## config.mk

```make
export PLATFORM = sky130hd
export DESIGN_NAME = sacc_mod
export DESIGN_NICKNAME = d
export VERILOG_FILES = /design/src/rtl/sacc_mod.sv
export SDC_FILE = /design/constraint.sdc
export NUM_CORES = 1
export LEC_CHECK = 0
export BUFFER_PORTS_ARGS = -buffer_cell sky130_fd_sc_hd__buf_4
export CAP_MARGIN = 40
export CORE_MARGIN = 2
export CORE_UTILIZATION = 50
export CTS_BUF_LIST = sky130_fd_sc_hd__clkbuf_8
export DETAILED_ROUTE_END_ITERATION = 7
export HOLD_SLACK_MARGIN = 0.15
export PLACE_DENSITY = 0.74
export SYNTH_ARGS = -nofsm -noshare
export SYNTH_HDL_FRONTEND = slang
export SYNTH_SLANG_ARGS = --single-unit
```

## constraint.sdc

```tcl
create_clock -name clk -period 2 [get_ports clk]
set_input_delay 0.1 -clock clk [delete_from_list [all_inputs] [get_ports clk]]
set_output_delay 0.1 -clock clk [all_outputs]
set_load 0.02 [all_outputs]
```

## src/rtl/sacc_mod.sv

```systemverilog
module sacc_mod #(
    parameter int DIV_W = 4
) (
    input  logic             clk,
    input  logic             rst_n,
    input  logic             start,
    input  logic [15:0]      dividend,
    input  logic [DIV_W-1:0] divisor,
    output logic             done,
    output logic [DIV_W-1:0] rem
);

    logic [DIV_W:0]   rem_reg, rem_next;
    logic [15:0]      quo_reg, quo_next;
    logic [4:0]       cnt_reg, cnt_next;
    logic             busy_reg, busy_next;
    logic             done_reg, done_next;
    logic [DIV_W+1:0] trial;

    // Restoring remainder, one dividend bit a cycle
    always_comb
    begin
        trial     = {rem_reg, quo_reg[15]};
        rem_next  = rem_reg;
        quo_next  = quo_reg;
        cnt_next  = cnt_reg;
        busy_next = busy_reg;
        done_next = 1'b0;
        if (start)
        begin
            rem_next  = '0;
            quo_next  = dividend;
            cnt_next  = 5'd0;
            busy_next = 1'b1;
        end
        else if (busy_reg)
        begin
            if (trial >= {2'b00, divisor})
            begin
                trial = trial - {2'b00, divisor};
            end
            rem_next = trial[DIV_W:0];
            quo_next = {quo_reg[14:0], 1'b0};
            cnt_next = cnt_reg + 5'd1;
            if (cnt_reg == 5'd15)
            begin
                busy_next = 1'b0;
                done_next = 1'b1;
            end
        end
    end

    always_ff @(posedge clk or negedge rst_n)
    begin
        if (!rst_n)
        begin
            busy_reg <= 1'b0;
            done_reg <= 1'b0;
            cnt_reg  <= 5'd0;
        end
        else
        begin
            busy_reg <= busy_next;
            done_reg <= done_next;
            cnt_reg  <= cnt_next;
        end
    end

    always_ff @(posedge clk)
    begin
        rem_reg <= rem_next;
        quo_reg <= quo_next;
    end

    assign done = done_reg;
    assign rem  = rem_reg[DIV_W-1:0];

endmodule

```

Word-level counts from Yosys, hierarchy flattened
Index checks and enable logic that the tools add are counted.
Storage, ports and cells
  bits in registers: 28
  bits of input ports: 23
  output and inout bits: 5
  word-level logic and storage cells: 21
Cells by class
  add/subtract/negate cells: 2
  $lt $le $gt $ge: 1
  equal/unequal tests: 1
  multiplexer cells: 11
  reduce and logical (&&, ||, !) cells: 1
Operator list (number)
  $mux W16: 2
  $mux W5: 3
  $ge A6 B4 Y1: 1
  $mux W1: 6
  $add A5 B1 Y5 const B: 1
  $eq A5 B4 Y1 const B: 1
  $sub A5 B4 Y5: 1
  $reduce_bool A2 Y1: 1

Depth between registers and ports, before layout
  depth after elaboration: 4
  gate-level depth with buffers: 8
  mapped depth without buffers: 8

Worst setup path before layout
No wires, ideal clock.
  path kind: reg2reg
  start: register quo_reg[15]
  end: register rem_reg[2]
  library setup time: 0.117 ns
  arrival time: 1.734 ns
  data required time: 1.883 ns
  setup slack: 0.149 ns
  cell stages (with the launch flop): 9
  path buffers: 0
  clock period less this slack: 1.851 ns
  cell sequence: edfxtp_1 > inv_1 > ha_1 > inv_1 > fa_1 > nand3_1 > nand2_1 > or3_1 > a32o_1
Between the ends
  longest elaborated chain between the ends: 2
  elaborated cells between the ends (all ways): 3
  classes of those cells: 1 x add/sub; 1 x order compare; 1 x mux
RTL lines
  start: declaration: line 14  | logic [15:0] quo_reg, quo_next;
  start signal: assignment: line 72  | quo_reg <= quo_next;
  $sub A5 B4 Y5 or $ge A6 B4 Y1 (tied branches): line 40, 38
  $mux W5 *: line 38  | if (trial >= {2'b00, divisor})
  end signal: assignment: line 71  | rem_reg <= rem_next;
  end: declaration: line 13  | logic [DIV_W:0] rem_reg, rem_next;
Mark *: on every way between the ends. The rest lies on a longest branch, timed or not.
A chain may end at the register's enable or synchronous reset.

Final worst setup path
Same ends and word-level chain as after synthesis.

==> flow_metrics.env <==
export IMPL_worstSetupPathType="reg2reg"
export IMPL_diodes=0
export IMPL_die_y_um=57.0
export IMPL_grt_max_degree=28
export IMPL_syn2layout_area_growth_pct=34.4
export IMPL_regArea_um2=756
export IMPL_vias_per_cell=5.37
export IMPL_yosys_warnings=0
export IMPL_avgSynthCellArea_um2=12.2
export IMPL_synth_async_reset_ratio=0.250
export IMPL_dp_slack_ns=0.00122
export IMPL_maxCapViolations=0
export IMPL_synth_area_um2=1410
export IMPL_rrSetupSlack_ns=0.07
export IMPL_synthTopCellsByCount="edfxtp_1, mux2_2, nor2_1"
export IMPL_critical_path_max_fanout=5
export IMPL_clkPwrFrac=0.245
export IMPL_whs_ns=0.163
export IMPL_finalCriticalPeriod_ns=1.93
export IMPL_worstPathCellList="inv_1, ha_1, inv_1, fa_2, nand3_2, nand2_2, or3_1, a32o_1"
export IMPL_wl_per_cell_um=14.2
export IMPL_crit_path_end_kind="flop"
export IMPL_power_switching_uw=518
export IMPL_p_comb_frac=0.333
export IMPL_overflow=0
export IMPL_max_clock_freq_ghz=0.518
export IMPL_yosysUniqueCellTypes=33
export IMPL_firstDrtPassIters=4
export IMPL_slew_headroom=0.790
export IMPL_grt_usage=0.176
export IMPL_final_setup_tns_ns=0
export IMPL_place_hpwl_mm=1.81
export IMPL_cts_tree="yes"
export IMPL_period_share=0.965
export IMPL_power_internal_uw=1270
export IMPL_drt_initial_drc_count=59
export IMPL_fin_skew_ns=0.00153
export IMPL_hold_viol=0
export IMPL_nets=191
export IMPL_largest_reg_flops=16
export IMPL_setup_viol=0
export IMPL_cts_made_buffers=3
export IMPL_routed_via_count=1025
export IMPL_startpoint_type="flop"
export IMPL_yosysTopAreaCellShare=0.342
export IMPL_p_leak_uw=0.000827
export IMPL_drcViolationCount=0
export IMPL_io_pins=28
export IMPL_p_per_area_nw_per_um2=949
export IMPL_htreeDepth=1
export IMPL_port_buffers=27
export IMPL_yosysTopAreaCell="edfxtp_1"
export IMPL_ir_worst_vdd_v=0.00126
export IMPL_pwr_share_seq=0.421
export IMPL_drt_wl_total_mm=2.71
export IMPL_r2r_start="quo_reg[15]"
export IMPL_clkSlewWorstSetupHoldPaths_ns=0.09
export IMPL_die_area_um2=3250
export IMPL_ant_nets=0
export IMPL_hold_path_class="in2async"
export IMPL_clock_path_buffers=2
export IMPL_status="complete, no violations"
export IMPL_timing_final_ws_setup_ns=0.0706
export IMPL_start_util=0.518
export IMPL_drive_gt1_frac=0.363
export IMPL_synth_most_common_cell="edfxtp_1"
export IMPL_slew_viol_final=0
export IMPL_syn_nets=145
export IMPL_crit_top_cell="inv_1"
export IMPL_ys_seq_area_frac=0.538
export IMPL_clock_sinks=28
export IMPL_cpMaxStageDelayCell="edfxtp_1"
export IMPL_grt_first_pass_wirelength_mm=4.37
export IMPL_nFillCells=210
export IMPL_synth_edff_count=16
export IMPL_antenna_found_initial=0
export IMPL_std_cell_rows=19
export IMPL_max_stage_delay_ns=0.40
export IMPL_arrival_ns=2.10
export IMPL_synthesis_instances=115
export IMPL_clock_latency_ns=0.27
export IMPL_synth_ff_type="edfxtp_1"
export IMPL_reg2reg_depth=8
export IMPL_finalWeightedCongestion=0.748
export IMPL_root_buffer="clkbuf_8"
export IMPL_crit_required_ns=2.17
export IMPL_synthTopCellsByArea="edfxtp_1, dfrtp_1, mux2_2, dfxtp_1, ha_1"
export IMPL_ys_seq_elements=28
export IMPL_die_w_um=57.0
export IMPL_grt_pass1_vias=991
export IMPL_multi_input_area_um2=582
export IMPL_p_sw_frac=0.289
export IMPL_r2r_end="rem_reg[2]"
export IMPL_worst_pin_slew_ns=0.316
export IMPL_fp_coreArea_um2=2710
==> final cells by class <==
cell class                 instances  share of cell area
clock buffer                       3              0.0219
clock inverter                     1              0.0159
inverter                           8              0.0159
multi-input combinational         71               0.308
sequential                        28               0.400
tap                               31              0.0205
timing repair buffer              49               0.217
==> metal layers <==
| layer | track usage | vias to the layer above | part of all wire |
|---|---|---|---|
| li1 | - | 497 | - |
| met1 | 0.210 | 485 | 0.40 |
| met2 | 0.307 | 37 | 0.53 |
| met3 | 0.0499 | 6 | 0.050 |
| met4 | 0.0565 | 0 | 0.018 |
| met5 | 0 | - | 0 |
==> what timing repair did <==
item / in CTS / in global routing
setup buffers: 0 / 3
resized for setup: 1 / 2
hold buffers: 16 / 1
hold endpoints to repair: 22 / 1
endpoints found under the setup margin: 1 / 3
==> power by group through the flow <==
stage	sequential, µW	combinational [µW]	clock [µW]
after detailed placement	765	510	0
after global placement	760	486	0
after global routing	767	649	464
after floorplan	744	409	0
final	755	597	440
after CTS	753	542	449
==> cells in the final DEF, fill, tap and decap left out, drive strengths merged, types with 5 or more instances in the layout <==
cell / count
dfrtp: 7
ha: 6
edfxtp: 16
mux2: 15
dlygate4sd3: 17
buf: 32
and2: 5
nor2: 10
dfxtp: 5
inv: 8
==> kinds of logic (layout without fill, tap and decap cells) <==
family,after synthesis,in the layout,share of synthesized area
AOI/OAI and AO/OA,15,15,0.0819
muxes,16,16,0.127
xor gates and xnor gates,5,5,0.0312
DFF,28,28,0.538
and+or+nand+nor,28,28,0.0988
adders and majority gates,7,7,0.0677
buffers and inverters,16,61,0.0552
==> worst max path at each step <==
stage                start         end  slack [ns]  cells after the start
2_1_floorplan  quo_reg[15]  rem_reg[2]        0.15                      8
3_5_place_dp   quo_reg[15]  rem_reg[2]       0.001                      8
6_report       quo_reg[15]  rem_reg[2]        0.07                      8
5_1_grt        quo_reg[15]  rem_reg[2]      -0.009                      8
3_3_place_gp   quo_reg[15]  rem_reg[2]        0.09                      8
4_1_cts        quo_reg[15]  rem_reg[2]       0.008                      8
==> critical path, delay by kind of cell, from the launching register on <==
family,cells,cell delay (ns)
buffers and inverters,2,0.13
AND/OR/NAND/NOR,3,0.56
AO/OA/AOI/OAI,1,0.26
flip-flops,1,0.40
adder cells (fa/ha/maj),2,0.49
==> per-stage QoR <==
step / instances / cell area (µm²) / util / total power (µW)
3_5_place_dp: 167 / 1610 / 0.596 / 1270
6_report: 191 / 1890 / 0.697 / 1790
5_1_grt: 191 / 1890 / 0.697 / 1880
3_3_place_gp: 167 / 1610 / 0.596 / 1250
2_1_floorplan: 115 / 1410 / - / 1150
4_1_cts: 187 / 1850 / 0.682 / 1740
No activity file was read; power rests on OpenSTA's default activity.
