<file path="config.mk">
export PLATFORM = sky130hd
export DESIGN_NAME = sacc_ram
export DESIGN_NICKNAME = d
export VERILOG_FILES = /design/src/rtl/sacc_ram.sv
export SDC_FILE = /design/constraint.sdc
export NUM_CORES = 1
export LEC_CHECK = 0
export BUFFER_PORTS_ARGS = -buffer_cell sky130_fd_sc_hd__buf_2
export CORE_MARGIN = 10
export CORE_UTILIZATION = 60
export CTS_BUF_LIST = sky130_fd_sc_hd__clkbuf_16
export DETAILED_ROUTE_END_ITERATION = 10
export GPL_TIMING_DRIVEN = 0
export PLACE_DENSITY_LB_ADDON = 0.2
export SYNTH_ARGS = -nofsm -noshare
export SYNTH_HDL_FRONTEND = slang
export SYNTH_SLANG_ARGS = --single-unit
</file>
<file path="constraint.sdc">
create_clock -name clk -period 4.75 [get_ports clk]
set_input_delay 0.95 -clock clk [delete_from_list [all_inputs] [get_ports clk]]
set_output_delay 0.95 -clock clk [all_outputs]
set_load 0.01 [all_outputs]
</file>
<file path="src/rtl/sacc_ram.sv">
module sacc_ram #(
    parameter int WIDTH = 8,
    parameter int DEPTH = 16
) (
    input  logic                     clk,
    input  logic                     we,
    input  logic [$clog2(DEPTH)-1:0] waddr,
    input  logic [WIDTH-1:0]         wdata,
    input  logic                     re,
    input  logic [$clog2(DEPTH)-1:0] raddr,
    output logic [WIDTH-1:0]         rdata
);

    logic [WIDTH-1:0] mem [DEPTH];

    always_ff @(posedge clk)
    begin
        if (we)
        begin
            mem[waddr] <= wdata;
        end
        if (re)
        begin
            rdata <= mem[raddr];
        end
    end

endmodule

</file>
Word-level counts from Yosys, hierarchy flattened
Memories as Yosys holds them, arrays and structs flattened. A register that Yosys moved wholly into a read port is not among the register bits.
Cells that the tools add are included.

storage, ports and cells
  register bits = 0
  latch bits = 0
  bits in writable memories = 128
  ROM bits = 0
  input port bits = 19
  word-level logic and storage cells = 3
  memories = 1

memory list
  name  words  bits a word  rd ports  clocked after memory_dff  wr ports  RTL line  text
  mem   16     8            1         1                         1         14        logic [WIDTH-1:0] mem [DEPTH];

operators by class
  $add $sub $neg = 0
  $mul = 0
  div/mod/pow operators = 0
  $lt $le $gt $ge = 0
  eq/ne operators = 0
  shift-type cells = 0
  mux-type cells = 2
  bitwise gates (word level) = 0
  reduce and logical (&&, ||, !) cells = 0

operators with widths
  cell    count
  $mux 1  2

Logic depth before layout (Yosys ltp)
Gate-level depths: netlist of run 1.

  depth after elaboration = 2
  depth in mapped cells = 5

Least setup slack after synthesis of run 1
No wires, ideal clock.

  path kind = input port to flip-flop
  start point = input port waddr[2]
  end point = memory mem[0][0], enable pin
  setup time = 0.383 ns
  data arrival time = 2.060 ns
  setup slack = 2.307 ns
  stages on the path = 2
  path buffers = 0
  cells stage by stage = or3b_2 -> nor3_1

RTL lines
  what                RTL line  text
  start: declaration  7         input logic [$clog2(DEPTH)-1:0] waddr,
  end: declaration    14

Straight into the memory's write port.

Worst setup path in the final report of run 1
  start point = input port waddr[2]
  end point = memory mem[0][1], enable pin

Straight into the memory's write port.

==> metrics.cfg, run 1 <==
[die]
die_w_um = 113
rows = 33
ios = 27
dieArea_sq_um = 12800
start_util_pct = 62.7
core_sq_um = 8340
dieHeight_um = 113

[clock_network]
htree_levels = 4
postCtsSetupRepairBufs = 0
clock-sinks = 136
clk_transition_reported_paths_ps = 50
hold_buffers = 0
cts-buffers-inserted = 17
tritoncts = done
cts_resized = 0
root_buffer = clkbuf_16
cts.path.max_buffers = 2
clk_latency_ps = 400

[finish]
drive_gt1_share_pct = 26.9
post-route-util_pct = 72.0
fillers = 491
nets = 292
layout_common_cells = edfxtp_1, buf_2, mux4_2
diodes = 0
synthToLayoutAreaGrowth_pct = 14.9
mostFrequentLayoutCell = edfxtp_1

[setup_path]
worstPathRequired_ps = 4770
start_kind = input port
end_kind = flip-flop
r2r_slack_ps = 3220
critPathKind = input port to flip-flop
cp.arrival_ps = 2570
crit_fanout = 8

[power]
power_leakage_nw = 2.03
ir_drop_uv = 298
p_total_w = 0.00263
power_density_nw_per_um2 = 438

[drt]
route.detailed.drc = 0
via_per_inst = 6.52
drt-total-wl_um = 10200
vias = 2549
dr.pass1.iters = 4
antenna_left = 0
wl_per_cell_um = 26.2
drt_iter0_markers = 236

[job]
drv_cap = 0

[sta]
rsz0062_at_grt = no
final_max_slew_viol_count = 0
fin_crit_sh_pct = 53.7
fin_setup_tns_ps = 0
finalSetupViolCount = 0
max_freq_mhz = 392
holdWs_ps = 755
fin_skew_ps = 5.23
hold_viol = 0
timing.final.ws_setup_ps = 2200
tightest_slew_ps = 1230
max_slew_margin_pct = 17.2
period_needed_ps = 2550

[synthesis]
ys_types = 18
synth_fa_ha_area_share_pct = 0
synth_top_family_by_area = multiplexers
synth_simple_gate_area_share_pct = 3.14
synth_nets = 248
ys_seq_elements = 136
synthMuxAreaShare_pct = 14.8
syn_avg_cell_area_sq_um = 22.8
synth_area_sq_um = 5230
yosysWarnings = 0
ys_seq_area_share_pct = 78.1
synth_compound_area_share_pct = 2.30
synthCells = 229
synthXorXnorAreaFrac_pct = 0

[hold_path]
hold_path.class = flip-flop to flip-flop

[place]
io_buffers = 25
globalplace.congestion = 0.748
hpwl_um = 6360
dp_slack_ps = 1780

[global_route]
grt_overflow_total = 0
grt_pass1_vias = 2531
grt_antenna_before_repair = 0
track_usage_pct = 16.6
grt_max_degree = 17
grt_pass1_wl_um = 15500

[status]
status = completed

-- final cells by class --
type | count | area [sq um] | area share (%)
multi-input combinational | 83 | 1060 | 17.6
tap | 105 | 131 | 2.19
buffer | 10 | 86.3 | 1.44
clock buffer | 17 | 425 | 7.08
clock inverter | 15 | 98.8 | 1.65
timing repair buffer | 25 | 125 | 2.08
sequential | 136 | 4080 | 68.0
-- critical path: stages --
cell	delay [ps]
buf_2	130
or3b_2	530
nor3_1	950
-- report_power, final --
part / internal (W) / switching, W
Clock: 0.000700 / 0.000443
Combinational: 0.0000522 / 0.0000780
Sequential: 0.00135 / 0.00000636
Total: 0.00211 / 0.000527
-- Yosys cell counts --
| cell | number | area share [%] |
|---|---|---|
| clkdlybuf4s25_2 | 3 | 0.57 |
| nand3_1 | 1 | 0.096 |
| nor2_1 | 13 | 0.93 |
| and2_1 | 1 | 0.12 |
| buf_4 | 1 | 0.14 |
| buf_6 | 3 | 0.65 |
| nor3_1 | 4 | 0.38 |
| edfxtp_1 | 136 | 78 |
| nand2_1 | 9 | 0.65 |
| nor2b_1 | 1 | 0.12 |
| mux4_1 | 14 | 7.0 |
| nand2b_1 | 2 | 0.24 |
| or3b_2 | 1 | 0.17 |
| and2b_1 | 1 | 0.14 |
| a22oi_1 | 16 | 2.3 |
| mux4_2 | 18 | 7.8 |
| nand3b_1 | 2 | 0.29 |
| buf_2 | 3 | 0.29 |
-- metal layers --
metal / vias to the layer above / global-route usage, % / wire (um)
met4: 0 / 5.50 / 135
met3: 17 / 4.97 / 780
li1: 1073 / - / -
met1: 1316 / 22.1 / 4280
met5: - / 0 / 0
met2: 143 / 25.5 / 5050
-- sequential cells by signal, summed over array words and instances, names as in the netlist --
| register | flops |
|---|---|
| rdata | 8 |
| mem | 128 |
-- cell families after synthesis --
kind of cell,Yosys count
flip-flops,136
AND/OR/NAND/NOR,35
multiplexers,32
AO/OA/AOI/OAI,16
buffers and inverters,10
-- stage by stage --
| step | cell area, sq um | std cells |
|---|---|---|
| finish | 6010 | 391 |
| global route | 6010 | 391 |
| CTS | 6010 | 391 |
| detailed placement | 5480 | 359 |
| global placement | 5480 | 359 |
| floorplan | 5230 | 229 |
-- worst paths after layout --
path                                  from         to  depth (start not counted)
worst max-delay path              waddr[2]  mem[0][1]                          3
worst max register to register   mem[5][3]   rdata[3]                          3
worst min-delay path            mem[11][1]   rdata[1]                          3
worst min register to register  mem[11][1]   rdata[1]                          3
Note: power is estimated with default switching activity, not from simulation.
==> run 2, diff against run 1 <==
--- a/config.mk
+++ b/config.mk
@@ -7,7 +7,7 @@
 export LEC_CHECK = 0
 export BUFFER_PORTS_ARGS = -buffer_cell sky130_fd_sc_hd__buf_2
 export CORE_MARGIN = 10
-export CORE_UTILIZATION = 60
+export CORE_UTILIZATION = 54
 export CTS_BUF_LIST = sky130_fd_sc_hd__clkbuf_16
 export DETAILED_ROUTE_END_ITERATION = 10
 export GPL_TIMING_DRIVEN = 0
==> constraint.sdc (replaced) <==
create_clock -name clk -period 2.1 [get_ports clk]
set_input_delay 0.42 -clock clk [delete_from_list [all_inputs] [get_ports clk]]
set_output_delay 0.42 -clock clk [all_outputs]
set_load 0.01 [all_outputs]
==> metrics.cfg, run 2 (synthesis results as in run 1) <==
[setup_path]
cp_cell_sequence = buf_2, or3b_2, nor2_1
crit_fanout = 8  ; unchanged
cpMaxStageDelayCell = nor2_1
rr_worst_depth = 3  ; unchanged
worstPathRequired_ps = 2130  ; -2640 ps
end_kind = flip-flop
cpPeakStageDelay_ps = 660  ; -290 ps
critPathKind = input port to flip-flop
cp.arrival_ps = 1750  ; -820 ps
r2r_slack_ps = 610  ; -2610 ps
reg2reg_from = mem[6][3]
start_kind = input port
r2r-end = rdata[3]

[clock_network]
clk_transition_reported_paths_ps = 50  ; about the same
cts.path.max_buffers = 2  ; unchanged
clock-sinks = 136  ; unchanged
tritoncts = done
htree_levels = 4  ; unchanged
root_buffer = clkbuf_16
cts-buffers-inserted = 17  ; unchanged
postCtsSetupRepairBufs = 0  ; unchanged
clk_latency_ps = 400  ; about the same

[place]
globalplace.congestion = 0.719  ; -3.8%
io_buffers = 25  ; unchanged
hpwl_um = 6230  ; -2.0%
dp_cells = 383  ; +6.7%
dp_slack_ps = -442  ; -2220 ps

[power]
power_leakage_nw = 2.03  ; about the same
ir_drop_uv = 660  ; +120%
p_total_w = 0.00608  ; +130%
power_density_nw_per_um2 = 1000  ; +130%

[global_route]
grt_pass1_vias = 2420  ; -4.4%
track_usage_pct = 14.8  ; -1.8 points
grt_antenna_before_repair = 0  ; unchanged
grt_overflow_total = 0  ; unchanged
grt_use_met1_pct = 20.9  ; -1.3 points
grt_pass1_wl_um = 15100  ; -2.8%
met2_usage_pct = 21.1  ; -4.4 points
grt_max_degree = 17  ; unchanged
use_met3_pct = 5.00  ; +0.032 points
busiest_layer = met2

[finish]
diodes = 0  ; unchanged
layout_common_cells = edfxtp_1, buf_2, mux4_2
instances_no_fill = 414  ; +5.9%
multi_input_area_sq_um = 1070  ; +0.95%
nets = 292  ; unchanged
post-route-util_pct = 65.0  ; -7.0 points
fillers = 625  ; +27%
top_register = mem
regArea_sq_um = 4080  ; unchanged
drive_gt1_share_pct = 28.4  ; +1.5 points
reg_top3 = mem x128, rdata x8
mostFrequentLayoutCell = edfxtp_1
synthToLayoutAreaGrowth_pct = 16.1
largest_register_ffs = 128  ; unchanged

[hold_path]
hold_start = re
whs_path_depth = 1  ; -2
hold_path.class = input port to flip-flop
worstHoldEndpoint = rdata[3]

[die]
dieArea_sq_um = 14000  ; +9.1%
core_sq_um = 9330  ; +12%
dieHeight_um = 118  ; +4.5%
start_util_pct = 56.0  ; -6.6 points
die_w_um = 118  ; +4.5%
ios = 27  ; unchanged
rows = 35  ; +6.1%

[sta]
holdWs_ps = 360  ; -394 ps
fin_skew_ps = 6.64  ; +1.41 ps
fin_crit_sh_pct = 81.9
tightest_slew_ps = 1210  ; -19.2 ps
max_slew_margin_pct = 18.5  ; +1.3 points
finalSetupViolCount = 0  ; unchanged
rsz0062_at_grt = no
hold_viol = 0  ; unchanged
period_needed_ps = 1720
timing.final.ws_setup_ps = 381  ; -1820 ps
final_max_slew_viol_count = 0  ; unchanged
max_freq_mhz = 582

[drt]
drt-total-wl_um = 9960  ; -2.8%
via_per_inst = 5.84  ; -10%
antenna_left = 0  ; unchanged
vias = 2417  ; -5.2%
wl_per_cell_um = 24.1  ; -8.2%
dr.pass1.iters = 4  ; unchanged
route.detailed.drc = 0  ; unchanged
drt_iter0_markers = 237  ; +0.42%

[status]
status = completed

[job]
drv_cap = 0  ; unchanged

## run 2: cell types whose count changed in the layout (fill, tap and decap cells not counted), sizes merged
| cell | delta |
|---|---|
| inv | -3 |
| bufinv | +1 |
| clkinvlp | +1 |
## run 2: through the flow
stage / TNS (ps) / area (sq um)
2_1_floorplan: 0 / 5230
3_3_place_gp: -3370 / 5510
3_5_place_dp: -5320 / 5510
4_1_cts: 0 / 6060
5_1_grt: 0 / 6070
6_report: 0 / 6070
## run 2: cell type report
class | count | area share (%)
Clock inverter | 14 | 1.94
Sequential cell | 136 | 67.3
Multi-Input combinational cell | 83 | 17.6
Buffer | 10 | 1.42
Timing Repair Buffer | 25 | 2.06
Tap cell | 129 | 2.66
Clock buffer | 17 | 7.01
## run 2: worst max path at each step
stage | from | endpoint | depth (start not counted)
2_1_floorplan | waddr[2] | mem[0][0] | 2
3_3_place_gp | waddr[2] | mem[0][3] | 3
3_5_place_dp | waddr[2] | mem[0][3] | 3
4_1_cts | waddr[2] | mem[8][5] | 3
5_1_grt | waddr[3] | mem[4][1] | 3
6_report | waddr[2] | mem[3][2] | 3
## run 2: timing repair
action / in CTS / in global routing
endpoints found under the setup margin: 2 / 0
hold buffers: 0 / 0
resized for setup: 1 / 0
## run 2: power breakdown
part | internal, W | total (W) | switching (W)
Sequential | 0.00306 | 0.00307 | 0.0000131
Combinational | 0.000118 | 0.000291 | 0.000173
Clock | 0.00170 | 0.00271 | 0.00101
## run 2: layer usage
metal	share of wire [%]	up-vias
met1	43	1227
met4	0.84	0
met3	9.9	8
met2	46	107
met5	0	-
li1	-	1075
## run 2: worst max-delay path: cells and delay by family
kind | cells | cell delay (ps)
buf+inv | 1 | 120
simple gates | 2 | 1200
